===== config.mk =====
export PLATFORM = sky130hd
export DESIGN_NAME = swmr_ctrl
export DESIGN_NICKNAME = d
export VERILOG_FILES = /design/src/rtl/core/swmr_pkg.sv /design/src/rtl/core/swmr_ctrl.sv
export SDC_FILE = /design/constraint.sdc
export NUM_CORES = 1
export LEC_CHECK = 0
export BUFFER_PORTS_ARGS = -buffer_cell sky130_fd_sc_hd__clkbuf_2
export CAP_MARGIN = 10
export CORE_AREA = 2 2 39 41
export DETAILED_ROUTE_END_ITERATION = 10
export DIE_AREA = 0 0 41 43
export PLACE_DENSITY_LB_ADDON = 0.05
export SLEW_MARGIN = 20
export SYNTH_ARGS = -nofsm -noshare
export SYNTH_HDL_FRONTEND = slang
export SYNTH_SLANG_ARGS = --single-unit

===== constraint.sdc =====
create_clock -name clk -period 1.05 [get_ports clk]
set_clock_uncertainty 0.1 [all_clocks]
set_input_delay 0.0525 -clock clk [delete_from_list [all_inputs] [get_ports clk]]
set_output_delay 0.0525 -clock clk [all_outputs]
set_load 0.01 [all_outputs]

===== src/rtl/core/swmr_pkg.sv =====
package swmr_pkg;

  localparam int WINDOW_MAX_DEF = 1024;
  localparam int VAL_W          = 31;
  localparam int CFG_W          = 11;
  localparam int TDATA_W        = 32;

  // controller -> datapath
  typedef struct packed {
    logic load;    // take the input transfer into the item registers
    logic front;   // drop expired entries at deque heads
    logic back;    // drop dominated entries at deque tails
    logic push;    // append the item to both deques
    logic eval;    // fold the window range into the best so far
    logic finish;  // hand the best range to the output, clear the sequence
  } swmr_cmd_t;

  // datapath -> controller
  typedef struct packed {
    logic front_pend;
    logic back_pend;
    logic last;
    logic out_busy;
  } swmr_stat_t;

endpackage


===== src/rtl/core/swmr_ctrl.sv =====
module swmr_ctrl
  import swmr_pkg::*;
(
  input  logic       clk,
  input  logic       rst,
  input  logic       in_valid,
  output logic       in_ready,
  input  swmr_stat_t stat,
  output swmr_cmd_t  cmd
);

  localparam logic [1:0] ST_IDLE = 2'd0;
  localparam logic [1:0] ST_WORK = 2'd1;
  localparam logic [1:0] ST_EVAL = 2'd2;

  logic [1:0] state, state_next;
  logic       eval_ok;

  // a closing item waits until the output register is free
  assign eval_ok = !(stat.last && stat.out_busy);

  always_comb begin
    state_next = state;
    cmd        = '0;
    in_ready   = 1'b0;
    unique case (state)
      ST_IDLE: begin
        in_ready = 1'b1;
        if (in_valid) begin
          cmd.load   = 1'b1;
          state_next = ST_WORK;
        end
      end
      ST_WORK: begin
        if (stat.front_pend) begin
          cmd.front = 1'b1;
        end else if (stat.back_pend) begin
          cmd.back = 1'b1;
        end else begin
          cmd.push   = 1'b1;
          state_next = ST_EVAL;
        end
      end
      ST_EVAL: begin
        if (eval_ok) begin
          cmd.eval   = !stat.last;
          cmd.finish = stat.last;
          in_ready   = 1'b1;
          if (in_valid) begin
            cmd.load   = 1'b1;
            state_next = ST_WORK;
          end else begin
            state_next = ST_IDLE;
          end
        end
      end
      default: begin
        state_next = ST_IDLE;
      end
    endcase
  end

  always_ff @(posedge clk) begin
    if (rst) begin
      state <= ST_IDLE;
    end else begin
      state <= state_next;
    end
  end

endmodule


==> results of run 1 <==
## layout by cell type, fill, tap and decap left out, types with 2 or more instances in the layout
master,count
sky130_fd_sc_hd__buf_2,4
sky130_fd_sc_hd__buf_4,2
sky130_fd_sc_hd__buf_6,6
sky130_fd_sc_hd__clkbuf_2,8
sky130_fd_sc_hd__clkbuf_4,3
sky130_fd_sc_hd__dfxtp_2,2
sky130_fd_sc_hd__nor2_1,3
sky130_fd_sc_hd__nor3b_2,3
## area by class of cell
class | instances | area share, %
timing repair buffer | 21 | 39.4
tap | 16 | 5.16
clock buffer | 3 | 5.81
sequential | 2 | 11.0
inverter | 2 | 1.94
multi-input combinational | 15 | 36.8
## worst max-delay path, delay by kind of cell, from the launching register on
family        cells  cell delay, ns
flops             1            0.32
simple gates      1            0.50
buf+inv           2            0.16
## metal layers
metal  wire, um  track usage [%]
met1        222             8.92
met3         58             8.38
met2        279             11.9
met5          0                0
met4          0             4.00
## final timing paths
kind / startpoint / endpoint / slack, ns
setup / recovery: state[1]$_SDFFE_PP0P_ / cmd[2] / -0.31
hold / removal: rst / state[0]$_SDFFE_PP0P_ / 0.03
setup reg to reg: state[1]$_SDFFE_PP0P_ / state[1]$_SDFFE_PP0P_ / -0.27
hold reg to reg: state[1]$_SDFFE_PP0P_ / state[1]$_SDFFE_PP0P_ / 0.52
## metrics by stage
stage	cell area, um2	util (%)	total power (W)	setup slack, ns	hold WS [ns]
after floorplan	151	-	0.000123	-0.0309	0.0216
final	388	28.0	0.000387	-0.314	0.0254
after detailed placement	267	19.3	0.000172	-0.116	0.152
after CTS	357	25.8	0.000383	-0.322	0.0293
after global routing	388	28.0	0.000415	-0.347	0.0273
after global placement	267	19.3	0.000172	-0.106	0.164
## power breakdown
group          switching [W]  leakage (nW)  internal, W  total [W]
logic              0.0000505         0.155    0.0000715   0.000122
clock network      0.0000511        0.0138     0.000127   0.000178
registers         0.00000413        0.0172    0.0000830  0.0000871
## cells by family after synthesis
family / synth area share [%]
AND/OR/NAND/NOR: 57.8
flip-flops: 27.6
AO/OA/AOI/OAI: 9.48
buffers and inverters: 5.17
## what timing repair did
item	CTS	global route
hold buffers	1	0
gates cloned	0	0
setup endpoints to repair	9	9
endpoints found under the hold margin	2	0
buffers inserted	2	1
resized for setup	11	11
pin swaps	5	4
==> qor.log, run 1 <==
INFO  placed_design  dp_cells=52
INFO  power          irDropWorstVdd=0.000598V
INFO  cts            h-tree-depth=1
INFO  finish         reg.largest.list=state: 2 flops
INFO  yosys          post_synth_instance_area=145um2
INFO  grt            antenna_found_initial=0
INFO  sta            setup-violations-final=9
INFO  sta            post-route-worst-setup-slack=-0.314ns
INFO  power          leak_pwr=0.186nW
INFO  grt            track_usage=8.81%
INFO  finish         n_fill_cell=163
INFO  power          cellPowerDensity=997nW/um2
INFO  yosys          count_of_flip_flops_with_a_built_in_enable_after_synthesis=0
INFO  finish         syn2layout_area_growth=167%
INFO  yosys          seq_area_frac_synth=27.6%
INFO  setup_path     critPathLaunchType=register
INFO  route          vias=232
INFO  grt            gr-total-overflow=0
INFO  floorplanning  placeableCoreArea=1380um2
INFO  placed_design  gp_congestion=0.661
INFO  finish         seq_area=42.5um2
INFO  sta            final.setup.tns=-1.65ns
INFO  route          drtAntennaViolNets=0
INFO  floorplanning  io-pin-count=14
INFO  setup_path     cp_slowest_stage_delay=0.50ns
INFO  sta            slew_headroom=88.4%
INFO  setup_path     worstSetupPathType=reg -> out
INFO  yosys          synth_top_cells_by_area=sky130_fd_sc_hd__dfxtp_1 (28%), sky130_fd_sc_hd__nor3b_1 (16%), sky130_fd_sc_hd__nor2_1 (7.8%)
INFO  yosys          synthesis.nets=26
INFO  cts            clk-insertion-delay-late=0.23ns
INFO  cts            cts_buffer_depth=2
INFO  setup_path     timing.critical_path.fanout_max=3
INFO  sta            timing_max_transition_violations_final=0
INFO  grt            vias_in_the_first_global_route=239
INFO  finish         inserted_diodes=0
INFO  yosys          synth_area_per_cell=7.64um2
INFO  finish         largest_register_ff_count=2
INFO  finish         final_cells=59
INFO  floorplanning  die-area=1760um2
INFO  route          detail_route.iter0.violations=3
INFO  sta            period_minus_slack=1.36ns
INFO  cts            clock_tree_from_tritoncts=built
INFO  finish         finish.net_count=52
INFO  yosys          synthTopCellsByCount=sky130_fd_sc_hd__nor2_1 (3), sky130_fd_sc_hd__nor3b_1 (3), sky130_fd_sc_hd__dfxtp_1 (2), sky130_fd_sc_hd__inv_1 (2)
INFO  cts            clkSlewWorstSetupHoldPaths=0.03ns
INFO  placed_design  placement.io_buffers=13
INFO  cts            ctsRootBufferMaster=sky130_fd_sc_hd__clkbuf_4
INFO  yosys          post_synth_num_cell_types=13
INFO  setup_path     required_time_of_the_critical_path=0.90ns
INFO  yosys          ys_ff_latch=2
INFO  route          wl_per_cell=9.49um
INFO  floorplanning  std_cell_rows=14
INFO  setup_path     worst-endpoint-arrival=1.21ns
INFO  grt            grt_start_max_net_pins=5
INFO  sta            finalHoldViolations=0
INFO  yosys          postSynthCellCount=19
INFO  yosys          synth_largest_type_area_fraction=27.6%
INFO  route          drc_errors=0
INFO  placed_design  hpwl=433um
INFO  sta            grt_setup_unrepaired=true
INFO  cts            cts.sinks=2
INFO  finish         layout-drive-gt1-share=83.7%
INFO  floorplanning  die_w=41um
INFO  worst_hold_path type_of_the_worst_min_delay_path=in -> reg
INFO  outcome        run_status=finished, violations left
INFO  route          drt-pass1-iter-count=2
INFO  yosys          ys.flop_type=sky130_fd_sc_hd__dfxtp_1
INFO  route          vias_per_cell=3.93
INFO  setup_path     end_kind=output pin
INFO  setup_path     cp_cell_sequence=or4b_4 -> inv_2 -> buf_6
INFO  sta            fin_crit_sh=130%
INFO  floorplanning  die_height=43um
INFO  route          route.final.wire_length=560um
INFO  sta            worst_tran_pin_value=0.174ns
INFO  yosys          synthesis.yosys.warnings=0
INFO  setup_path     cp_slowest_cell=sky130_fd_sc_hd__or4b_4
INFO  finish         max_flop_register=state
INFO  finish         area_of_combinational_cells_with_multiple_inputs=143um2
INFO  setup_path     reg2reg_depth=4
INFO  outcome        failed_checks=negative setup slack
INFO  sta            achievable-frequency=0.733GHz
INFO  worst_hold_path timing.hold.worst_path_depth=3
INFO  run            drv.max_cap_violation_count=0
INFO  floorplanning  floorplan.initialDensity=10.5%
INFO  yosys          yosysTopAreaCell=sky130_fd_sc_hd__dfxtp_1
INFO  grt            first_pass_grt_wire_length=945um
INFO  yosys          asyncSetResetFlopFracSynth=0%
INFO  cts            cts_inserted_buffers=3
Note: power is estimated with default switching activity, not from simulation.
==> run 2: changes to the inputs <==
ABC_AREA = 1   (was not set)
==> run 2 against run 1 <==
Net effect:
- the run still ends with negative setup slack left
- critical path type unchanged
- design area decreased by 13%
- cell count up 3.4%
- critical path depth rose by 2
- clock power shrank 8%
- sequential power about the same
- largest power group unchanged
- first-iteration DRC count shrank 100%
- global-route usage shrank 1.8 points
==> qor.log, run 2 <==
INFO  power          comb_power_share=28.6%
INFO  yosys          ys.flop_type=sky130_fd_sc_hd__dfxtp_1
INFO  sta            finalHoldViolations=0
INFO  yosys          yosys-mux-area-fraction=0%
INFO  route          detail_route.iter0.violations=0
INFO  route          vias=223
INFO  route          drc_errors=0
INFO  power          part_of_the_power_in_the_clock_network=46.7%
INFO  grt            vias_in_the_first_global_route=207
INFO  setup_path     required_time_of_the_critical_path=0.90ns
INFO  yosys          yosys.area_share.simple=47.7%
INFO  grt            gr-total-overflow=0
INFO  placed_design  placement.io_buffers=13
INFO  yosys          synth_top_cells_by_area=sky130_fd_sc_hd__dfxtp_1 (25%), sky130_fd_sc_hd__nand2_1 (14%), sky130_fd_sc_hd__inv_1 (9.2%)
INFO  yosys          asyncSetResetFlopFracSynth=0%
INFO  yosys          ys_ff_latch=2
INFO  sta            worst_tran_pin_value=0.237ns
INFO  worst_hold_path type_of_the_worst_min_delay_path=in -> reg
INFO  finish         largest_register_ff_count=2
INFO  yosys          count_of_flip_flops_with_a_built_in_enable_after_synthesis=0
INFO  sta            timing_max_transition_violations_final=0
INFO  cts            cts_inserted_buffers=3
INFO  route          drt-pass1-iter-count=1
INFO  floorplanning  io-pin-count=14
INFO  grt            antenna_found_initial=0
INFO  floorplanning  placeableCoreArea=1380um2
INFO  sta            setup-violations-final=5
INFO  yosys          yosysTopAreaCell=sky130_fd_sc_hd__dfxtp_1
INFO  power          seqPwrFrac=24.7%
INFO  yosys          post_synth_instance_area=163um2
INFO  grt            first_pass_grt_wire_length=772um
INFO  placed_design  hpwl=387um
INFO  power          netSwitchingFraction=27.5%
INFO  outcome        run_status=finished, violations left
INFO  setup_path     critPathLaunchType=register
INFO  sta            final.setup.tns=-0.447ns
INFO  floorplanning  die_w=41um
INFO  cts            clk-insertion-delay-late=0.22ns
INFO  sta            period_minus_slack=1.16ns
INFO  yosys          synthMostInstantiatedCell=sky130_fd_sc_hd__nand2_1
INFO  setup_path     end_kind=output pin
INFO  route          vias_per_cell=3.66
INFO  yosys          combinational_family_with_the_most_area_after_synthesis=simple AND/OR/NAND/NOR gates
INFO  floorplanning  std_cell_rows=14
INFO  yosys          synth_area_per_cell=6.26um2
INFO  sta            fin_crit_sh=110%
INFO  finish         layout-drive-gt1-share=73.3%
INFO  power          cellPowerDensity=1040nW/um2
INFO  finish         max_flop_register=state
INFO  sta            grt_setup_unrepaired=true
INFO  placed_design  gp_congestion=0.608
INFO  yosys          synthesis.nets=33
INFO  cts            clock_tree_from_tritoncts=built
INFO  sta            hold-worst-slack=0.0425ns
INFO  yosys          synth_compound_area_share=11.5%
INFO  setup_path     worstSetupPathType=reg -> out
INFO  outcome        failed_checks=negative setup slack
INFO  sta            slew_headroom=84.1%
INFO  power          leak_pwr=0.181nW
INFO  route          drtAntennaViolNets=0
INFO  finish         inserted_diodes=0
INFO  grt            grt_start_max_net_pins=5
INFO  power          switching_power=0.0000966W
INFO  floorplanning  floorplan.initialDensity=11.8%
INFO  worst_hold_path timing.hold.worst_path_depth=3
INFO  finish         commonest_non_fill_non_tap_cells_in_the_layout=sky130_fd_sc_hd__clkbuf_2 (6), sky130_fd_sc_hd__buf_2 (6), sky130_fd_sc_hd__nand2_2 (4), sky130_fd_sc_hd__inv_1 (4)
INFO  finish         finish.net_count=54
INFO  yosys          synth-adder-area-share=0%
INFO  sta            post-route-worst-setup-slack=-0.109ns
INFO  run            drv.max_cap_violation_count=0
INFO  power          cellInternalPower=0.000255W
INFO  yosys          synthesis.yosys.warnings=0
INFO  finish         syn2layout_area_growth=108%
INFO  yosys          synthTopCellsByCount=sky130_fd_sc_hd__nand2_1 (6), sky130_fd_sc_hd__inv_1 (4), sky130_fd_sc_hd__inv_2 (3), sky130_fd_sc_hd__dfxtp_1 (2), sky130_fd_sc_hd__nor2_1 (2)
INFO  yosys          synthXorXnorAreaFrac=0%
INFO  grt            track_usage=7.01%
INFO  yosys          seq_area_frac_synth=24.6%
INFO  finish         reg.largest.list=state: 2 flops
INFO  floorplanning  die-area=1760um2
INFO  cts            cts_buffer_depth=2
INFO  cts            h-tree-depth=1
INFO  setup_path     worst-endpoint-arrival=1.01ns
INFO  route          wl_per_cell=7.30um
INFO  cts            cts.sinks=2
INFO  yosys          synth_largest_type_area_fraction=24.6%
INFO  sta            achievable-frequency=0.863GHz
INFO  cts            clkSlewWorstSetupHoldPaths=0.03ns
INFO  yosys          postSynthCellCount=26
INFO  power          irDropWorstVdd=0.000275V
INFO  floorplanning  die_height=43um
INFO  setup_path     reg2reg_depth=6
INFO  placed_design  detailedPlace.worstSlack=0.0480ns
INFO  setup_path     r2r_slack=0.04ns
INFO  yosys          post_synth_num_cell_types=14
INFO  route          route.final.wire_length=445um
INFO  setup_path     timing.critical_path.fanout_max=3
INFO  cts            ctsRootBufferMaster=sky130_fd_sc_hd__clkbuf_4
-- run 2: cell types whose count changed in the layout (fill, tap and decap cells not counted), sizes merged, moves of 2 or more --
cell,change
inv,+5
nand2,+5
buf,-3
nor3b,-3
clkbuf,-2
nand3,+2
-- run 2: power by group through the flow --
stage	sequential [W]	combinational, W	clock, W
final	0.0000868	0.000101	0.000164
after global routing	0.0000880	0.000111	0.000174
after CTS	0.0000868	0.0000834	0.000172
after detailed placement	0.0000868	0.0000727	0
after global placement	0.0000868	0.0000726	0
after floorplan	0.0000858	0.0000405	0
-- run 2: worst paths after layout --
kind | startpoint | endpoint
min reg2reg | state[0]$_SDFFE_PP0P_ | state[1]$_SDFFE_PP0P_
max | state[0]$_SDFFE_PP0P_ | cmd[3]
min | stat[0] | state[1]$_SDFFE_PP0P_
max reg2reg | state[0]$_SDFFE_PP0P_ | state[0]$_SDFFE_PP0P_
-- run 2: logic make-up after synthesis --
logic type / Yosys count
AO/OA/AOI/OAI: 3
buffers and inverters: 7
flip-flops: 2
AND/OR/NAND/NOR: 14
-- run 2: critical path, stage by stage (launching register included) --
cell and delay (ns):
sky130_fd_sc_hd__dfxtp_4 0.36, sky130_fd_sc_hd__inv_4 0.05, sky130_fd_sc_hd__nor2_4 0.11, sky130_fd_sc_hd__inv_2 0.05, sky130_fd_sc_hd__nor3_2 0.08, sky130_fd_sc_hd__buf_2 0.14
-- run 2: stage by stage --
step	instance area [um2]	instances	total power [W]	utilization, %
floorplan	163	26	0.000126	-
detailed placement	248	55	0.000160	17.9
CTS	300	61	0.000342	21.7
global route	338	61	0.000372	24.4
finish	338	61	0.000351	24.4
global placement	248	55	0.000159	17.9
-- run 2: what timing repair did --
| item | in CTS | in global routing |
|---|---|---|
| buffers inserted | 2 | 0 |
| setup endpoints to repair | 7 | 9 |
| resized for setup | 3 | 17 |
| pin swaps | 3 | 3 |
| endpoints found under the hold margin | 2 | 0 |
| hold buffers | 1 | 0 |
-- run 2: layout make-up --
cell class              count  area [um2]
inverters                   7        28.8
well taps                  16        20.0
repair buffers             16         104
flip-flops and latches      2        45.0
clock buffers               3        22.5
multi-input cells          17         118
fillers                   164        1050
-- run 2: metal layers --
layer | vias to the layer above | wire length, um | GRT usage [%]
met3 | 0 | 46 | 3.14
met4 | 0 | 0 | 6.00
li1 | 118 | - | -
met5 | - | 0 | 0
met1 | 95 | 176 | 7.35
met2 | 10 | 222 | 10.0
==> run 3: changes to the inputs <==
clock period = 1.1 ns   (was 1.05 ns; I/O delays follow)
==> run 3 against run 2 <==
Net effect:
- the run still ends with negative setup slack left
- sequential power decreased by 4.5%
- first-iteration DRC count unchanged
- design area decreased by 7.4%
- combinational power decreased by 17%
==> qor.log, run 3 (synthesized netlist as in run 2, its figures left out) <==
INFO  route          detail_route.iter0.violations=0
INFO  setup_path     required_time_of_the_critical_path=0.94ns
INFO  outcome        run_status=finished, violations left
INFO  setup_path     end_kind=output pin
INFO  cts            ctsRootBufferMaster=sky130_fd_sc_hd__clkbuf_4
INFO  setup_path     reg2reg_depth=6
INFO  sta            grt_setup_unrepaired=true
INFO  power          netSwitchingFraction=26.8%
INFO  grt            antenna_found_initial=0
INFO  route          drc_errors=0
INFO  route          drt-pass1-iter-count=1
INFO  floorplanning  die-area=1760um2
INFO  power          part_of_the_power_in_the_clock_network=48.2%
INFO  finish         area_of_combinational_cells_with_multiple_inputs=106um2
INFO  route          vias_per_cell=3.64
INFO  setup_path     timing.critical_path.from=state[0]$_SDFFE_PP0P_
INFO  power          irDropWorstVdd=0.000261V
INFO  power          switching_power=0.0000860W
INFO  sta            setup-violations-final=5
INFO  power          cellInternalPower=0.000235W
INFO  cts            clkSlewWorstSetupHoldPaths=0.03ns
INFO  finish         final_cells=61
INFO  route          wl_per_cell=7.15um
INFO  worst_hold_path timing.hold.worst_path_depth=3
INFO  setup_path     critPathLaunchType=register
INFO  setup_path     timing.critical_path.fanout_max=3
INFO  sta            worst_tran_pin_value=0.144ns
INFO  floorplanning  placeableCoreArea=1380um2
INFO  worst_hold_path worst_hold_startpoint=stat[0]
INFO  sta            achievable-frequency=0.862GHz
INFO  sta            post-route-worst-setup-slack=-0.0607ns
INFO  power          seqPwrFrac=25.8%
INFO  finish         largest_register_ff_count=2
INFO  sta            period_minus_slack=1.16ns
INFO  power          cellPowerDensity=1030nW/um2
INFO  floorplanning  die_w=41um
INFO  cts            cts.sinks=2
INFO  outcome        failed_checks=negative setup slack
INFO  finish         reg.largest.list=state: 2 flops
INFO  finish         max_flop_register=state
INFO  finish         commonest_non_fill_non_tap_cells_in_the_layout=sky130_fd_sc_hd__clkbuf_2 (7), sky130_fd_sc_hd__buf_2 (6), sky130_fd_sc_hd__nand2_2 (4), sky130_fd_sc_hd__inv_1 (4), sky130_fd_sc_hd__clkbuf_4 (3)
INFO  grt            first_pass_grt_wire_length=772um
INFO  placed_design  placement.io_buffers=13
INFO  finish         layout-drive-gt1-share=71.1%
INFO  cts            clk-insertion-delay-late=0.22ns
INFO  floorplanning  io-pin-count=14
INFO  route          drtAntennaViolNets=0
INFO  finish         syn2layout_area_growth=92.3%
INFO  worst_hold_path type_of_the_worst_min_delay_path=in -> reg
INFO  grt            gr-total-overflow=0
INFO  sta            fin_crit_sh=106%
INFO  sta            final.setup.tns=-0.169ns
INFO  setup_path     worstSetupPathType=reg -> out
INFO  power          leak_pwr=0.174nW
INFO  grt            grt_start_max_net_pins=5
INFO  route          vias=222
INFO  floorplanning  die_height=43um
INFO  route          route.final.wire_length=436um
INFO  cts            clock_tree_from_tritoncts=built
INFO  sta            timing_max_transition_violations_final=0
INFO  setup_path     worst-endpoint-arrival=1.01ns
INFO  power          comb_power_share=26.0%
INFO  grt            track_usage=7.01%
INFO  grt            vias_in_the_first_global_route=207
INFO  sta            finalHoldViolations=0
INFO  run            drv.max_cap_violation_count=0
INFO  setup_path     r2r-start=state[0]$_SDFFE_PP0P_
INFO  finish         seq_area=45.0um2
INFO  finish         inserted_diodes=0
INFO  sta            slew_headroom=90.3%
INFO  placed_design  dp_cells=55
INFO  sta            hold-worst-slack=0.0327ns
INFO  placed_design  hpwl=387um
INFO  finish         layout.cells.most_common=sky130_fd_sc_hd__clkbuf_2
INFO  cts            h-tree-depth=1
INFO  floorplanning  std_cell_rows=14
INFO  cts            cts_buffer_depth=2
INFO  cts            cts_inserted_buffers=3
INFO  finish         finish.net_count=54
INFO  floorplanning  floorplan.initialDensity=11.8%
INFO  placed_design  gp_congestion=0.608
INFO  finish         n_fill_cell=164
-- run 3: cell count changes in the layout (fill, tap and decap cells not counted), sizes merged --
cell,change
buf,-1
clkbuf,+1
-- run 3: timing repair --
action                                 CTS  global route
gates cloned                             0             0
setup endpoints to repair                6             7
endpoints found under the hold margin    2             0
buffers inserted                         2             0
hold buffers                             1             0
pin swaps                                3             3
resized for setup                        3            11
-- run 3: through the flow --
step                worst slack [ns]  util [%]  total power (W)  cell area, um2
finish                       -0.0607      22.6         0.000321             313
detailed placement            0.0955      17.9         0.000152             248
global route                  -0.143      22.6         0.000343             313
CTS                          -0.0970      21.7         0.000326             300
global placement              0.0910      17.9         0.000152             248
floorplan                      0.166         -         0.000121             163
-- run 3: layout make-up --
type / instances / area share, %
Multi-Input combinational cell: 17 / 34.0
Timing Repair Buffer: 16 / 28.8
Sequential cell: 2 / 14.4
Inverter: 7 / 9.20
Clock buffer: 3 / 7.20
Tap cell: 16 / 6.40
-- run 3: worst max-delay path: stages (launching register included) --
cell                      delay (ns)
sky130_fd_sc_hd__dfxtp_4        0.36
sky130_fd_sc_hd__inv_4          0.05
sky130_fd_sc_hd__nor2_4         0.11
sky130_fd_sc_hd__inv_2          0.05
sky130_fd_sc_hd__nor3_2         0.08
sky130_fd_sc_hd__buf_2          0.14
-- run 3: final timing paths --
check	endpoint	slack, ns
min	state[1]$_SDFFE_PP0P_	0.03
max reg2reg	state[0]$_SDFFE_PP0P_	0.08
max	cmd[3]	-0.06
min reg2reg	state[1]$_SDFFE_PP0P_	0.47
-- run 3: power groups by stage --
stage	logic (W)	registers, W	clock network (W)
floorplan	0.0000386	0.0000819	0
global placement	0.0000693	0.0000828	0
detailed placement	0.0000694	0.0000828	0
CTS	0.0000796	0.0000829	0.000164
global route	0.0000930	0.0000840	0.000166
finish	0.0000836	0.0000829	0.000155
-- run 3: routing by layer --
metal	wire [um]	GRT usage, %	vias to the layer above
li1	-	-	118
met1	171	7.35	94
met2	218	10.0	10
met3	46	3.14	0
met4	0	6.00	0
met5	0	0	-
